<file path="config.mk">
export PLATFORM = sky130hd
export DESIGN_NAME = lcd_nibble_and_decimal_writer
export DESIGN_NICKNAME = d
export VERILOG_FILES = /design/src/design/lndw_pkg.sv /design/src/design/lndw_front.sv /design/src/design/lndw_queue.sv /design/src/design/lndw_back.sv /design/src/design/lcd_nibble_and_decimal_writer.sv
export SDC_FILE = /design/constraint.sdc
export NUM_CORES = 1
export LEC_CHECK = 0
export ABC_AREA = 1
export CAP_MARGIN = 5
export CORE_AREA = 2 2 80 120
export CTS_CLUSTER_SIZE = 10
export DETAILED_ROUTE_END_ITERATION = 16
export DIE_AREA = 0 0 82 122
export DONT_BUFFER_PORTS = 1
export PLACE_DENSITY = 0.77
export REMOVE_ABC_BUFFERS = 1
export SETUP_SLACK_MARGIN = 0.2
export SLEW_MARGIN = 20
export SYNTH_ARGS = -nofsm -noshare
export SYNTH_HDL_FRONTEND = slang
export SYNTH_SLANG_ARGS = --single-unit
</file>
<file path="constraint.sdc">
create_clock -name clock -period 3.3 [get_ports clock]
set_input_delay 0 -clock clock [delete_from_list [all_inputs] [get_ports clock]]
set_output_delay 0 -clock clock [all_outputs]
set_load 0.1 [all_outputs]
</file>
<file path="src/design/lndw_pkg.sv">
// shared types and constants for the lcd nibble and decimal writer
// no dependencies; used by every module of the block
`timescale 1ns / 1ps
`default_nettype none

package lndw_pkg;

   localparam int MAX_DIGITS = 5;
   localparam int VALUE_W    = 16;
   localparam int BCD_W      = 4 * MAX_DIGITS;
   localparam int CONV_CNT_W = $clog2(VALUE_W);
   localparam int DIG_CNT_W  = (MAX_DIGITS > 1) ? $clog2(MAX_DIGITS) : 1;
   localparam int QUEUE_DEPTH = 4;
   localparam int QPTR_W     = $clog2(QUEUE_DEPTH);

   localparam logic [1:0] FUNC_CMD  = 2'd0;
   localparam logic [1:0] FUNC_CHAR = 2'd1;
   localparam logic [1:0] FUNC_NUM  = 2'd2;

   localparam logic RS_CMD  = 1'b0;
   localparam logic RS_DATA = 1'b1;

   localparam logic [7:0] ASCII_ZERO = 8'h30;

   function automatic logic [63:0] pow10(input int n);
      logic [63:0] p;
      p = 64'd1;
      for (int i = 0; i < n; i++) begin
         p = p * 64'd10;
      end
      return p;
   endfunction

   localparam logic [63:0] SAT_LIMIT = pow10(MAX_DIGITS) - 64'd1;

   typedef struct packed {
      logic       reg_select;
      logic [7:0] data;
      logic       last;
   } byte_job_type;

   typedef struct packed {
      logic full;
      logic empty;
   } queue_status_type;

endpackage

`default_nettype wire

</file>
<file path="src/design/lndw_front.sv">
// front end: accepts items, converts numbers to decimal, queues byte jobs
// depends on lndw_pkg
`timescale 1ns / 1ps
`default_nettype none

module lndw_front (
   input  wire logic                       clock,
   input  wire logic                       reset,
   input  wire logic                       req_valid,
   output logic                            req_stall,
   input  wire logic [1:0]                 req_func,
   input  wire logic [lndw_pkg::VALUE_W-1:0] req_value,
   input  wire lndw_pkg::queue_status_type q_status,
   output logic                            q_push,
   output lndw_pkg::byte_job_type          q_job
);

   typedef enum logic [1:0] {
      ST_IDLE,
      ST_PUSH_BYTE,
      ST_CONVERT,
      ST_EMIT
   } state_type;

   state_type                           state_ff;
   lndw_pkg::byte_job_type              job_ff;
   logic [lndw_pkg::VALUE_W-1:0]        bin_ff;
   logic [lndw_pkg::BCD_W-1:0]          bcd_ff;
   logic [lndw_pkg::CONV_CNT_W-1:0]     conv_cnt_ff;
   logic [lndw_pkg::DIG_CNT_W-1:0]      dig_cnt_ff;
   logic                                started_ff;

   logic                                accept;
   logic [lndw_pkg::VALUE_W-1:0]        sat_value;
   logic [lndw_pkg::BCD_W-1:0]          bcd_adj;
   logic [3:0]                          top_digit;
   logic                                need_emit;

   assign req_stall = (state_ff != ST_IDLE);
   assign accept    = req_valid && !req_stall;

   always_comb begin
      if ({{(64-lndw_pkg::VALUE_W){1'b0}}, req_value} > lndw_pkg::SAT_LIMIT) begin
         sat_value = lndw_pkg::SAT_LIMIT[lndw_pkg::VALUE_W-1:0];
      end else begin
         sat_value = req_value;
      end
   end

   // add-3 correction on every digit before the shift
   always_comb begin
      for (int d = 0; d < lndw_pkg::MAX_DIGITS; d++) begin
         if (bcd_ff[4*d +: 4] >= 4'd5) begin
            bcd_adj[4*d +: 4] = bcd_ff[4*d +: 4] + 4'd3;
         end else begin
            bcd_adj[4*d +: 4] = bcd_ff[4*d +: 4];
         end
      end
   end

   assign top_digit = bcd_ff[lndw_pkg::BCD_W-1 -: 4];
   assign need_emit = (top_digit != 4'd0) || started_ff || (dig_cnt_ff == '0);

   always_comb begin
      q_push = 1'b0;
      q_job  = job_ff;
      unique case (state_ff)
         ST_PUSH_BYTE: begin
            q_push = !q_status.full;
         end
         ST_EMIT: begin
            q_push = need_emit && !q_status.full;
            q_job.reg_select = lndw_pkg::RS_DATA;
            q_job.data       = lndw_pkg::ASCII_ZERO | {4'd0, top_digit};
            q_job.last       = (dig_cnt_ff == '0);
         end
         default: begin
            q_push = 1'b0;
         end
      endcase
   end

   always_ff @(posedge clock) begin
      if (reset) begin
         state_ff   <= ST_IDLE;
         started_ff <= 1'b0;
      end else begin
         unique case (state_ff)
            ST_IDLE: begin
               if (accept) begin
                  priority if (req_func == lndw_pkg::FUNC_CMD ||
                               req_func == lndw_pkg::FUNC_CHAR) begin
                     job_ff.reg_select <= (req_func == lndw_pkg::FUNC_CHAR) ?
                                          lndw_pkg::RS_DATA : lndw_pkg::RS_CMD;
                     job_ff.data       <= req_value[7:0];
                     job_ff.last       <= 1'b1;
                     state_ff          <= ST_PUSH_BYTE;
                  end else if (req_func == lndw_pkg::FUNC_NUM) begin
                     bin_ff      <= sat_value;
                     bcd_ff      <= '0;
                     conv_cnt_ff <= lndw_pkg::CONV_CNT_W'(lndw_pkg::VALUE_W - 1);
                     state_ff    <= ST_CONVERT;
                  end else begin
                     state_ff <= ST_IDLE;
                  end
               end
            end
            ST_PUSH_BYTE: begin
               if (!q_status.full) begin
                  state_ff <= ST_IDLE;
               end
            end
            ST_CONVERT: begin
               bcd_ff <= {bcd_adj[lndw_pkg::BCD_W-2:0], bin_ff[lndw_pkg::VALUE_W-1]};
               bin_ff <= {bin_ff[lndw_pkg::VALUE_W-2:0], 1'b0};
               if (conv_cnt_ff == '0) begin
                  dig_cnt_ff <= lndw_pkg::DIG_CNT_W'(lndw_pkg::MAX_DIGITS - 1);
                  started_ff <= 1'b0;
                  state_ff   <= ST_EMIT;
               end else begin
                  conv_cnt_ff <= conv_cnt_ff - 1'b1;
               end
            end
            ST_EMIT: begin
               if (!(need_emit && q_status.full)) begin
                  if (need_emit) begin
                     started_ff <= 1'b1;
                  end
                  bcd_ff <= {bcd_ff[lndw_pkg::BCD_W-5:0], 4'd0};
                  if (dig_cnt_ff == '0) begin
                     state_ff <= ST_IDLE;
                  end else begin
                     dig_cnt_ff <= dig_cnt_ff - 1'b1;
                  end
               end
            end
            default: begin
               state_ff <= ST_IDLE;
            end
         endcase
      end
   end

   // the final digit of a number is never skipped
   assert property (@(posedge clock) disable iff (reset)
      (state_ff == ST_EMIT && dig_cnt_ff == '0 && !q_status.full) |-> q_push)
      else $error("final digit not queued");

endmodule

`default_nettype wire

</file>
<file path="src/design/lndw_queue.sv">
// short fifo of byte jobs between front and back
// depends on lndw_pkg
`timescale 1ns / 1ps
`default_nettype none

module lndw_queue (
   input  wire logic                       clock,
   input  wire logic                       reset,
   input  wire logic                       push,
   input  wire lndw_pkg::byte_job_type     push_job,
   input  wire logic                       pop,
   output lndw_pkg::byte_job_type          head_job,
   output lndw_pkg::queue_status_type      status
);

   lndw_pkg::byte_job_type          mem_ff [lndw_pkg::QUEUE_DEPTH];
   logic [lndw_pkg::QPTR_W-1:0]     wr_ptr_ff;
   logic [lndw_pkg::QPTR_W-1:0]     rd_ptr_ff;
   logic [lndw_pkg::QPTR_W:0]       count_ff;

   assign status.full  = (count_ff == (lndw_pkg::QPTR_W+1)'(lndw_pkg::QUEUE_DEPTH));
   assign status.empty = (count_ff == '0);
   assign head_job     = mem_ff[rd_ptr_ff];

   always_ff @(posedge clock) begin
      if (push) begin
         mem_ff[wr_ptr_ff] <= push_job;
      end
   end

   always_ff @(posedge clock) begin
      if (reset) begin
         wr_ptr_ff <= '0;
         rd_ptr_ff <= '0;
         count_ff  <= '0;
      end else begin
         if (push) begin
            wr_ptr_ff <= wr_ptr_ff + 1'b1;
         end
         if (pop) begin
            rd_ptr_ff <= rd_ptr_ff + 1'b1;
         end
         if (push && !pop) begin
            count_ff <= count_ff + 1'b1;
         end else if (pop && !push) begin
            count_ff <= count_ff - 1'b1;
         end
      end
   end

   assert property (@(posedge clock) disable iff (reset) push |-> !status.full)
      else $error("push into full queue");

   assert property (@(posedge clock) disable iff (reset) pop |-> !status.empty)
      else $error("pop from empty queue");

   assert property (@(posedge clock) disable iff (reset)
      count_ff <= (lndw_pkg::QPTR_W+1)'(lndw_pkg::QUEUE_DEPTH))
      else $error("queue count overflow");

endmodule

`default_nettype wire

</file>
<file path="src/design/lndw_back.sv">
// back end: splits each queued byte into two nibble beats, high first
// depends on lndw_pkg
`timescale 1ns / 1ps
`default_nettype none

module lndw_back (
   input  wire logic                       clock,
   input  wire logic                       reset,
   input  wire lndw_pkg::queue_status_type q_status,
   input  wire lndw_pkg::byte_job_type     q_head,
   output logic                            q_pop,
   output logic                            rsp_valid,
   input  wire logic                       rsp_stall,
   output logic                            rsp_reg_select,
   output logic [3:0]                      rsp_nibble,
   output logic                            rsp_last_nibble
);

   logic                    rsp_valid_ff;
   logic                    rsp_reg_select_ff;
   logic [3:0]              rsp_nibble_ff;
   logic                    rsp_last_ff;
   logic                    low_pending_ff;
   lndw_pkg::byte_job_type  cur_ff;
   logic                    out_free;

   assign out_free = !rsp_valid_ff || !rsp_stall;
   assign q_pop    = out_free && !low_pending_ff && !q_status.empty;

   assign rsp_valid       = rsp_valid_ff;
   assign rsp_reg_select  = rsp_reg_select_ff;
   assign rsp_nibble      = rsp_nibble_ff;
   assign rsp_last_nibble = rsp_last_ff;

   always_ff @(posedge clock) begin
      if (reset) begin
         rsp_valid_ff   <= 1'b0;
         low_pending_ff <= 1'b0;
      end else if (out_free) begin
         if (low_pending_ff) begin
            rsp_valid_ff      <= 1'b1;
            rsp_reg_select_ff <= cur_ff.reg_select;
            rsp_nibble_ff     <= cur_ff.data[3:0];
            rsp_last_ff       <= cur_ff.last;
            low_pending_ff    <= 1'b0;
         end else if (!q_status.empty) begin
            rsp_valid_ff      <= 1'b1;
            rsp_reg_select_ff <= q_head.reg_select;
            rsp_nibble_ff     <= q_head.data[7:4];
            rsp_last_ff       <= 1'b0;
            cur_ff            <= q_head;
            low_pending_ff    <= 1'b1;
         end else begin
            rsp_valid_ff <= 1'b0;
         end
      end
   end

   // a high nibble beat never carries the last flag
   assert property (@(posedge clock) disable iff (reset)
      (rsp_valid_ff && low_pending_ff) |-> !rsp_last_ff)
      else $error("last flag on high nibble");

endmodule

`default_nettype wire

</file>
<file path="src/design/lcd_nibble_and_decimal_writer.sv">
// top level: 4-bit display writer for command, character and decimal items
// path: a byte item goes through the front job register, the queue and the back-end
// output register; a number first runs the one-bit-per-cycle binary to decimal shift
// loop in the front end, then queues its digits; requests stall until the item is queued
// back end sends one nibble beat per cycle while not stalled; synchronous reset empties
// queue and outputs; depends on lndw_pkg, lndw_front, lndw_queue, lndw_back
`timescale 1ns / 1ps
`default_nettype none

module lcd_nibble_and_decimal_writer (
   input  wire logic                         clock,
   input  wire logic                         reset,
   input  wire logic                         req_valid,
   output logic                              req_stall,
   input  wire logic [1:0]                   req_func,
   input  wire logic [lndw_pkg::VALUE_W-1:0] req_value,
   output logic                              rsp_valid,
   input  wire logic                         rsp_stall,
   output logic                              rsp_reg_select,
   output logic [3:0]                        rsp_nibble,
   output logic                              rsp_last_nibble
);

   lndw_pkg::queue_status_type q_status;
   lndw_pkg::byte_job_type     push_job;
   lndw_pkg::byte_job_type     head_job;
   logic                       q_push;
   logic                       q_pop;

   lndw_front u_front (
      .clock     (clock),
      .reset     (reset),
      .req_valid (req_valid),
      .req_stall (req_stall),
      .req_func  (req_func),
      .req_value (req_value),
      .q_status  (q_status),
      .q_push    (q_push),
      .q_job     (push_job)
   );

   lndw_queue u_queue (
      .clock    (clock),
      .reset    (reset),
      .push     (q_push),
      .push_job (push_job),
      .pop      (q_pop),
      .head_job (head_job),
      .status   (q_status)
   );

   lndw_back u_back (
      .clock           (clock),
      .reset           (reset),
      .q_status        (q_status),
      .q_head          (head_job),
      .q_pop           (q_pop),
      .rsp_valid       (rsp_valid),
      .rsp_stall       (rsp_stall),
      .rsp_reg_select  (rsp_reg_select),
      .rsp_nibble      (rsp_nibble),
      .rsp_last_nibble (rsp_last_nibble)
   );

endmodule

`default_nettype wire

</file>
==> results of run 1 <==
metrics by stage:
step / power, uW / hold slack (ns) / cell area [um^2]
final: 5660 / 0.0629 / 6310
after floorplan: 3630 / 0.0691 / 5380
after global routing: 5970 / 0.0706 / 6310
after global placement: 3990 / 0.0716 / 5600
after detailed placement: 4070 / 0.0779 / 5600
after CTS: 5670 / 0.0499 / 6310
power by group through the flow:
| stage | clock, uW | sequential, uW | combinational [uW] |
|---|---|---|---|
| 2_1_floorplan | 0 | 2520 | 1110 |
| 3_3_place_gp | 0 | 2500 | 1490 |
| 3_5_place_dp | 0 | 2510 | 1560 |
| 4_1_cts | 1590 | 2490 | 1600 |
| 5_1_grt | 1650 | 2520 | 1800 |
| 6_report | 1570 | 2490 | 1600 |
Yosys cell counts, types with 4 or more instances:
cell	count	share of area [%]
a21oi_1	14	1.3
clkbuf_1	5	0.34
nor2_1	70	4.8
a31oi_1	4	0.45
edfxtp_1	104	57
dfxtp_1	14	5.1
inv_1	62	4.2
xor2_1	5	0.79
buf_2	5	0.45
buf_6	5	1.0
ha_1	19	4.3
o22ai_1	9	1.0
nand3_1	16	1.5
nand2_1	100	6.8
o21ai_0	54	4.9
what timing repair did:
item	CTS	global route
hold endpoints to repair	70	0
setup endpoints to repair	0	0
buffers inserted	0	0
resized for setup	0	0
hold buffers	21	0
how the worst max path moves through the flow:
| stage | endpoint | startpoint | cells after the start | slack (ns) |
|---|---|---|---|---|
| CTS | u_queue.count_ff[1] | u_front.dig_cnt_ff[0] | 12 | 0.98 |
| finish | u_queue.count_ff[1] | u_front.dig_cnt_ff[0] | 12 | 0.97 |
| detailed placement | u_queue.count_ff[1] | u_front.dig_cnt_ff[0] | 12 | 0.99 |
| floorplan | u_front.bcd_ff[0] | u_front.dig_cnt_ff[0] | 8 | 0.33 |
| global route | u_queue.count_ff[2] | u_front.dig_cnt_ff[0] | 15 | 0.71 |
| global placement | u_queue.count_ff[1] | u_front.dig_cnt_ff[0] | 12 | 1.09 |
logic make-up (layout without fill, tap and decap cells):
kind of cell | after synthesis | after routing | synth area share [%]
buffers and inverters | 83 | 124 | 7.17
adders and majority gates | 20 | 20 | 4.67
and+or+nand+nor | 206 | 206 | 16.2
xor gates and xnor gates | 5 | 5 | 0.794
DFF | 118 | 118 | 61.7
AOI/OAI and AO/OA | 94 | 94 | 9.52
critical path: stages (launching register included):
cell      delay (ns)
edfxtp_1        0.34
inv_1           0.05
ha_1            0.19
ha_1            0.20
nor2_1          0.13
nand4_1         0.12
nand2_2         0.15
inv_1           0.09
ha_1            0.19
inv_1           0.11
fa_1            0.40
o21ai_0         0.17
a21oi_1         0.05
layer usage:
layer | share of wire, % | vias up | routed length [um] | global-route usage [%]
li1 | - | 1838 | - | -
met1 | 37 | 1772 | 3780 | 23.1
met2 | 57 | 78 | 5900 | 42.5
met3 | 3.9 | 19 | 401 | 7.04
met4 | 2.6 | 0 | 265 | 10.2
met5 | 0 | - | 0 | 0
area by class of cell:
class	instances	area (um^2)	share of cell area [%]
Inverter	66	255	4.05
Timing Repair Buffer	30	278	4.40
Tap cell	112	140	2.22
Clock buffer	20	437	6.92
Multi-Input combinational cell	325	1730	27.4
Clock inverter	8	62.6	0.992
Sequential cell	118	3400	54.0
flip-flops by register name, summed over array words and instances, names as in the netlist, 2 cells and up, named ones only:
name,flops
u_back.cur_ff,6
u_queue.wr_ptr_ff,2
u_front.state_ff,2
u_queue.count_ff,3
u_queue.mem_ff,40
u_front.dig_cnt_ff,3
u_front.job_ff,9
u_front.conv_cnt_ff,4
u_front.bcd_ff,20
u_front.bin_ff,16
u_queue.rd_ptr_ff,2
u_back.rsp_nibble,4
==> results.py, run 1 <==
metrics = {
    "global_route": {
        "grt_max_degree": 35,
        "antenna_found_initial": 0,
        "grt_pass1_vias": 3720,
        "grt_first_pass_wirelength_mm": 16.9,
        "grt-ovfl-total": 0,
        "track_usage_pct": 23.1,
    },
    "place": {
        "pre_cts_ws_ns": 0.991,
        "hpwlAfterDp_mm": 6.97,
        "numPlacedInstances": 630,
        "gp_congestion": 0.787,
        "io_buffers": 0,
    },
    "route": {
        "drt_iter0_markers": 168,
        "wl_per_cell_um": 15.2,
        "drt-total-wl_mm": 10.3,
        "first_pass_iters": 5,
        "vias_per_cell": 5.46,
        "num_vias": 3707,
        "ant_nets": 0,
        "drc": 0,
    },
    "clock_network": {
        "cts_sinks": 118,
        "clk_pin_slew_worst_paths_ns": 0.05,
        "cts-htree-levels": 4,
        "clockBufferDepth": 2,
        "clk_latency_ns": 0.41,
        "cts-root-buf": "clkbuf_16",
        "cts_buffers": 17,
        "cts_tree": "done",
    },
    "hold_path": {
        "hold_start": "req_valid",
        "hold_depth": 3,
        "min_path_type": "primary input to register",
        "holdPathEnd": "u_front.job_ff[9]",
    },
    "power_and_ir_drop": {
        "peakVddDrop_v": 0.000544,
        "pwr-share-clk_pct": 27.8,
        "p_comb_share_pct": 28.2,
        "p_leak_uw": 0.00255,
        "p_seq_share_pct": 44.0,
        "cell_internal_pwr_uw": 3580,
        "switching_share_pct": 36.8,
        "p_switching_uw": 2080,
        "power.density_nw_per_um2": 898,
    },
    "sta": {
        "setup-tns-final_ns": 0,
        "relSlewSlack_pct": 41.1,
        "worst_slew_pin_slew_ns": 0.880,
        "rsz0062_at_grt": "false",
        "finalCritPeriodShare_pct": 70.5,
        "fin_crit_ns": 2.33,
        "setup_slack_ns": 0.973,
        "skew_ns": 0.00624,
        "fmax_mhz": 430,
        "slew_violations": 0,
        "final_hold_viol_count": 0,
        "setup_viol": 0,
    },
    "final_layout": {
        "stdcell_count": 679,
        "postLayoutCoreUtil_pct": 69.8,
        "layout_common_cells": "edfxtp_1 (104), nand2_1 (100), nor2_1 (70), inv_1 (62), o21ai_0 (54)",
        "num-nets-final": 600,
        "final_common_cell": "edfxtp_1",
        "fillers": 624,
        "layout-drive-gt1-share_pct": 9.70,
        "diodes": 0,
        "syn2layout_area_growth_pct": 14.3,
    },
    "yosys": {
        "postSynthAreaPerCell_um2": 10.5,
        "ys_seq_area_share_pct": 61.7,
        "synth-seq-cells": 118,
        "synthArstFlopShare_pct": 0,
        "synth.distinct_cells": 40,
        "synth_area_um2": 5520,
        "postSynthCellCount": 526,
        "synth-edff-count": 104,
        "ys.flop_type": "edfxtp_1",
        "yosys_warnings": 0,
    },
    "worst_setup_path": {
        "cp_max_fo": 7,
        "cp.required_ns": 3.60,
        "arrival_ns": 2.63,
        "critPathKind": "register to register",
        "rr_endpoint": "u_queue.count_ff[1]",
        "r2r_setup_slack_ns": 0.97,
        "critPathLaunchType": "register",
        "reg2reg_depth": 12,
        "r2r_start": "u_front.dig_cnt_ff[0]",
        "crit_path_end_kind": "register",
    },
    "floorplan": {
        "pin_count": 30,
        "rows": 43,
        "die_w_um": 82,
        "core_um2": 9040,
        "dieHeight_um": 122,
        "dieArea_um2": 10000,
        "start_util_pct": 61.0,
    },
    "job": {
        "drv_cap": 0,
    },
    "status": {
        "status": "complete, no violations",
    },
}
Note: power is estimated with default switching activity, not from simulation.
==> run 2, diff against run 1 <==
--- a/config.mk
+++ b/config.mk
@@ -7,12 +7,12 @@
 export LEC_CHECK = 0
 export ABC_AREA = 1
 export CAP_MARGIN = 5
-export CORE_AREA = 2 2 80 120
+export CORE_AREA = 2 2 84 126
 export CTS_CLUSTER_SIZE = 10
 export DETAILED_ROUTE_END_ITERATION = 16
-export DIE_AREA = 0 0 82 122
+export DIE_AREA = 0 0 86 128
 export DONT_BUFFER_PORTS = 1
-export PLACE_DENSITY = 0.77
+export PLACE_DENSITY = 0.74
 export REMOVE_ABC_BUFFERS = 1
 export SETUP_SLACK_MARGIN = 0.2
 export SLEW_MARGIN = 20
==> constraint.sdc (replaced) <==
create_clock -name clock -period 2.05 [get_ports clock]
set_input_delay 0 -clock clock [delete_from_list [all_inputs] [get_ports clock]]
set_output_delay 0 -clock clock [all_outputs]
set_load 0.1 [all_outputs]
==> results.py, run 2 (synthesized netlist as in run 1, its figures left out) <==
metrics = {
    "sta": {
        "skew_ns": 0.00639,
        "relSlewSlack_pct": 41.3,
        "fmax_mhz": 497,
        "setup-tns-final_ns": 0,
        "worst_slew_pin_slew_ns": 0.882,
        "finalCritPeriodShare_pct": 98.1,
        "fin_crit_ns": 2.01,
        "slew_violations": 0,
        "setup_viol": 0,
        "rsz0062_at_grt": "true",
        "final_hold_viol_count": 23,
        "fin_hold_ws_ns": -0.344,
    },
    "clock_network": {
        "cts_tree": "done",
        "cts-root-buf": "clkbuf_16",
        "cts_sinks": 118,
        "clockBufferDepth": 2,
        "clk_latency_ns": 0.41,
        "hold_buffers": 23,
        "cts-htree-levels": 4,
        "clk_pin_slew_worst_paths_ns": 0.06,
        "cts_buffers": 17,
    },
    "final_layout": {
        "diodes": 0,
        "layout-drive-gt1-share_pct": 16.3,
        "top_regs": "u_queue.mem_ff (40), u_front.bcd_ff (20), u_front.bin_ff (16)",
        "syn2layout_area_growth_pct": 21.7,
        "regMostFlops": "u_queue.mem_ff",
        "final_common_cell": "edfxtp_1",
        "largest_register_ffs": 40,
        "layout_common_cells": "edfxtp_1 (104), nand2_1 (100), nor2_1 (68), inv_1 (58), o21ai_0 (52)",
        "num-nets-final": 623,
    },
    "floorplan": {
        "dieArea_um2": 11000,
        "start_util_pct": 55.4,
        "dieHeight_um": 128,
        "core_um2": 9970,
        "die_w_um": 86,
        "pin_count": 30,
        "rows": 45,
    },
    "worst_setup_path": {
        "path_cells": "inv_2 > ha_4 > ha_4 > nor2_4 > nand4_1 > nand2_2 > inv_2 > ha_4 > inv_2 > fa_2 > nor2_1 > nor2_1 > nand2_1 > o21ai_1 > a21oi_1",
        "cp_max_fo": 2,
        "max_stage_delay_ns": 0.39,
        "critPathLaunchType": "register",
        "crit_family": "adder cells",
        "r2r_start": "u_front.dig_cnt_ff[1]",
        "cp.buffers_inverters": 3,
        "cpMaxStageDelayCell": "edfxtp_1",
        "critPathKind": "register to register",
        "startpoint": "u_front.dig_cnt_ff[1]",
        "crit_path_end_kind": "register",
        "arrival_ns": 2.35,
        "cp.required_ns": 2.39,
    },
    "power_and_ir_drop": {
        "peakVddDrop_v": 0.000806,
        "power.density_nw_per_um2": 1510,
        "p_leak_uw": 0.00273,
    },
    "hold_path": {
        "min_path_type": "primary input to register",
        "hold_start": "reset",
    },
    "place": {
        "hpwlAfterDp_mm": 7.01,
        "io_buffers": 0,
        "gp_congestion": 0.776,
    },
    "global_route": {
        "antenna_found_initial": 0,
        "grt_pass1_vias": 4053,
        "grt-ovfl-total": 0,
        "grt_first_pass_wirelength_mm": 18.0,
        "track_usage_pct": 21.6,
        "grt_max_degree": 33,
    },
    "route": {
        "drt-total-wl_mm": 11.5,
        "num_vias": 3891,
        "ant_nets": 0,
        "drt_iter0_markers": 225,
        "first_pass_iters": 5,
        "wl_per_cell_um": 16.1,
        "vias_per_cell": 5.47,
        "drc": 0,
    },
    "status": {
        "violations": "hold timing",
        "status": "finished, violations left",
    },
    "job": {
        "drv_cap": 0,
    },
}
==> run 2: cell type report <==
| cell class | count | area, um^2 |
|---|---|---|
| clock inverters | 15 | 203 |
| fillers | 676 | 3250 |
| inverters | 66 | 255 |
| flip-flops and latches | 118 | 3400 |
| well taps | 117 | 146 |
| multi-input cells | 325 | 1810 |
| repair buffers | 53 | 472 |
| clock buffers | 17 | 425 |
==> run 2: path summary, 6_finish.rpt <==
| kind | endpoint | slack (ns) | depth (start not counted) |
|---|---|---|---|
| setup / recovery | u_queue.count_ff[2] | 0.04 | 15 |
| hold / removal | u_queue.count_ff[0] | -0.34 | 1 |
| setup reg to reg | u_queue.count_ff[2] | 0.04 | 15 |
| hold reg to reg | u_front.started_ff | 0.51 | 2 |
==> run 2: power by group <==
group	internal (uW)	switching [uW]	leakage (uW)
Sequential	3340	460	0.00106
Clock	2040	1090	0.000301
Combinational	1060	2110	0.00136
Total	6450	3660	0.00273
==> run 2: layer usage <==
metal | global-route usage [%] | wire, um | vias to the layer above
li1 | - | - | 1891
met1 | 20.5 | 4180 | 1892
met2 | 41.1 | 6640 | 88
met3 | 5.54 | 336 | 20
met4 | 11.5 | 324 | 0
met5 | 0 | 0 | -
==> run 2: through the flow <==
stage / power (uW) / util (%) / area (um^2) / setup slack (ns) / std cells
2_1_floorplan: 5850 / - / 5380 / -0.917 / 509
3_3_place_gp: 6620 / 57.6 / 5740 / -0.0587 / 652
3_5_place_dp: 6740 / 57.6 / 5740 / -0.135 / 652
4_1_cts: 10100 / 66.9 / 6660 / 0.0439 / 709
5_1_grt: 10600 / 67.4 / 6720 / -0.109 / 711
6_report: 10100 / 67.4 / 6720 / 0.0396 / 711
==> run 2: timing repair <==
action | 4_1_cts | 5_1_grt
endpoints found under the hold margin | 58 | 22
buffers inserted | 2 | 2
pin swaps | 8 | 7
setup endpoints to repair | 26 | 61
resized for setup | 14 | 8
==> run 3, diff against run 2 <==
--- a/config.mk
+++ b/config.mk
@@ -7,10 +7,10 @@
 export LEC_CHECK = 0
 export ABC_AREA = 1
 export CAP_MARGIN = 5
-export CORE_AREA = 2 2 84 126
+export CORE_AREA = 2 2 83 125
 export CTS_CLUSTER_SIZE = 10
 export DETAILED_ROUTE_END_ITERATION = 16
-export DIE_AREA = 0 0 86 128
+export DIE_AREA = 0 0 85 127
 export DONT_BUFFER_PORTS = 1
 export PLACE_DENSITY = 0.74
 export REMOVE_ABC_BUFFERS = 1
@@ -18,4 +18,5 @@
 export SLEW_MARGIN = 20
 export SYNTH_ARGS = -nofsm -noshare
 export SYNTH_HDL_FRONTEND = slang
+export SYNTH_HIERARCHICAL = 1
 export SYNTH_SLANG_ARGS = --single-unit
==> results.py, run 3 <==
metrics = {
    "power_and_ir_drop": {
        "p_leak_uw": 0.00275,
        "power.density_nw_per_um2": 1500,
        "peakVddDrop_v": 0.00113,
    },
    "route": {
        "drt_iter0_markers": 244,
        "wl_per_cell_um": 15.6,
        "drt-total-wl_mm": 11.1,
        "ant_nets": 0,
        "num_vias": 3858,
        "drc": 0,
        "vias_per_cell": 5.42,
        "first_pass_iters": 5,
    },
    "worst_setup_path": {
        "r2r_setup_slack_ns": -0.006,
        "arrival_ns": 2.40,
        "cpMaxStageDelayCell": "edfxtp_1",
        "crit_cells": 14,
        "cp.required_ns": 2.39,
        "path_cells": "inv_2 > ha_4 > nand2_2 > nand3_2 > o21ai_1 > nor2_1 > ha_2 > inv_2 > fa_2 > inv_2 > nand2_2 > nand4_1 > nand2_1 > nor2_1",
        "cp_common_cell": "inv_2",
        "max_stage_delay_ns": 0.39,
        "critPathKind": "register to register",
        "crit_family": "adder cells",
        "crit_end": "u_queue/count_ff[2]",
        "crit_path_end_kind": "register",
        "rr_endpoint": "u_queue/count_ff[2]",
        "cp.buffers_inverters": 3,
        "critPathLaunchType": "register",
        "r2r_start": "u_front/dig_cnt_ff[0]",
        "startpoint": "u_front/dig_cnt_ff[0]",
        "cp_max_fo": 2,
        "reg2reg_depth": 14,
    },
    "final_layout": {
        "syn2layout_area_growth_pct": 22.6,
        "seq_area_um2": 3400,
        "largest_register_ffs": 40,
        "layout_common_cells": "nand2_1 (109), edfxtp_1 (104), inv_1 (58), nor2_1 (48), o21ai_1 (34)",
        "num-nets-final": 625,
        "top_regs": "u_queue/mem_ff (40), u_front/bcd_ff (20), u_front/bin_ff (16)",
        "multi_input_area_um2": 1720,
        "layout-drive-gt1-share_pct": 18.1,
        "final_common_cell": "nand2_1",
        "regMostFlops": "u_queue/mem_ff",
        "fillers": 637,
    },
    "place": {
        "hpwlAfterDp_mm": 6.97,
        "gp_congestion": 0.818,
        "io_buffers": 0,
    },
    "global_route": {
        "grt_pass1_vias": 3895,
        "antenna_found_initial": 0,
        "grt_first_pass_wirelength_mm": 17.6,
        "track_usage_pct": 21.2,
        "grt_max_degree": 32,
        "grt-ovfl-total": 0,
    },
    "sta": {
        "setup_viol": 1,
        "finalCritPeriodShare_pct": 100,
        "fin_crit_ns": 2.06,
        "setup-tns-final_ns": -0.00635,
        "slew_violations": 0,
        "fmax_mhz": 486,
        "skew_ns": 0.00778,
        "fin_hold_ws_ns": 0.106,
        "setup_slack_ns": -0.00635,
        "worst_slew_pin_slew_ns": 0.894,
        "relSlewSlack_pct": 40.5,
        "final_hold_viol_count": 0,
        "rsz0062_at_grt": "true",
    },
    "yosys": {
        "ys.flop_type": "edfxtp_1",
        "synth.distinct_cells": 32,
        "postSynthAreaPerCell_um2": 10.4,
        "yosys_warnings": 6,
        "synth-edff-count": 104,
        "synthTopCellsByCount": "nand2_1 (114), edfxtp_1 (104), inv_1 (65), nor2_1 (49), o21ai_1 (34)",
        "synthArstFlopShare_pct": 0,
        "postSynthCellCount": 524,
        "yosysMostFrequentCell": "nand2_1",
        "synth_area_um2": 5430,
        "ys_top_cells_by_area": "edfxtp_1 (57%), nand2_1 (7.9%), dfxtp_1 (5.2%), inv_1 (4.5%), ha_1 (4.4%)",
        "ys_seq_area_share_pct": 62.6,
        "synth_top_area_share_pct": 57.5,
        "synth-seq-cells": 118,
        "synth_top_area_cell": "edfxtp_1",
    },
    "clock_network": {
        "cts-root-buf": "clkbuf_16",
        "clockBufferDepth": 2,
        "cts-htree-levels": 4,
        "cts_tree": "done",
        "clk_latency_ns": 0.41,
        "cts_sinks": 118,
        "clk_pin_slew_worst_paths_ns": 0.05,
        "cts_buffers": 17,
    },
    "floorplan": {
        "dieHeight_um": 127,
        "dieArea_um2": 10800,
        "pin_count": 30,
        "start_util_pct": 56.4,
        "core_um2": 9630,
        "rows": 44,
        "die_w_um": 85,
    },
    "hold_path": {
        "min_path_type": "primary input to register",
    },
    "status": {
        "status": "finished, violations left",
        "violations": "setup timing",
    },
    "job": {
        "drv_cap": 0,
    },
}
-- run 3: cell count changes after synthesis, sizes merged, moves of 2 or more --
| cell | change |
|---|---|
| buf | +2 |
| o22ai | +4 |
| a21oi | -3 |
| nor2 | -20 |
| a31oi | -4 |
| inv | +7 |
| o21ai | +3 |
| nand2 | +13 |
| or2 | +2 |
| clkbuf | -4 |
-- run 3: logic make-up after synthesis --
logic type	share of synthesized area [%]
flops	62.6
fa+ha+maj	4.74
buf+inv	7.21
compound gates	9.44
xor+xnor	0.645
simple gates	15.3
-- run 3: final cells by class --
class | count | area share [%]
diodes | 1 | 0.0376
clock buffers | 17 | 6.39
clock inverters | 15 | 2.31
inverters | 72 | 4.13
multi-input cells | 319 | 25.9
flip-flops and latches | 118 | 51.1
well taps | 115 | 2.16
repair buffers | 55 | 7.99
-- run 3: routing by layer --
metal / up-vias / global-route usage, % / part of all wire, % / wire length (um)
met1: 1837 / 21.6 / 37 / 4170
met3: 27 / 4.84 / 3.4 / 377
li1: 1893 / - / - / -
met5: - / 0 / 0 / 0
met2: 101 / 39.2 / 56 / 6220
met4: 0 / 11.9 / 3.2 / 358
-- run 3: worst min path at each step --
stage / start / endpoint / slack, ns / cells past startpoint
3_3_place_gp: reset / u_queue/count_ff[0] / 0.07 / 1
2_1_floorplan: reset / u_queue/count_ff[0] / 0.07 / 1
3_5_place_dp: reset / u_queue/count_ff[0] / 0.08 / 1
5_1_grt: req_func[1] / u_front/state_ff[1] / 0.11 / 6
6_report: req_func[1] / u_front/state_ff[1] / 0.11 / 6
4_1_cts: req_func[1] / u_front/state_ff[1] / 0.03 / 6
-- run 3: per-stage QoR --
stage	power [uW]	area (um^2)	std cells	util (%)	setup slack, ns
floorplan	5980	5320	509	-	-1.00
finish	10000	6660	712	69.1	-0.00635
CTS	9900	6580	706	68.3	0.0233
global route	10600	6660	711	69.1	-0.119
global placement	6740	5710	648	59.3	-0.0697
detailed placement	6890	5710	648	59.3	-0.158
-- run 3: what timing repair did --
item,in CTS,in global routing
hold endpoints to repair,57,0
pin swaps,8,3
hold buffers,21,0
resized for setup,18,11
setup buffers,5,5
setup endpoints to repair,21,48
-- run 3: worst register-to-register path, stage by stage, from the launching register on --
cell      delay (ns)
edfxtp_1        0.39
inv_2           0.11
ha_4            0.14
nand2_2         0.06
nand3_2         0.09
o21ai_1         0.08
nor2_1          0.14
ha_2            0.21
inv_2           0.05
fa_2            0.36
inv_2           0.07
nand2_2         0.06
nand4_1         0.07
nand2_1         0.06
nor2_1          0.09
-- run 3: report_power, final --
| part | switching (uW) | internal [uW] |
|---|---|---|
| Sequential | 629 | 3420 |
| Combinational | 2030 | 1090 |
| Clock | 1070 | 1780 |
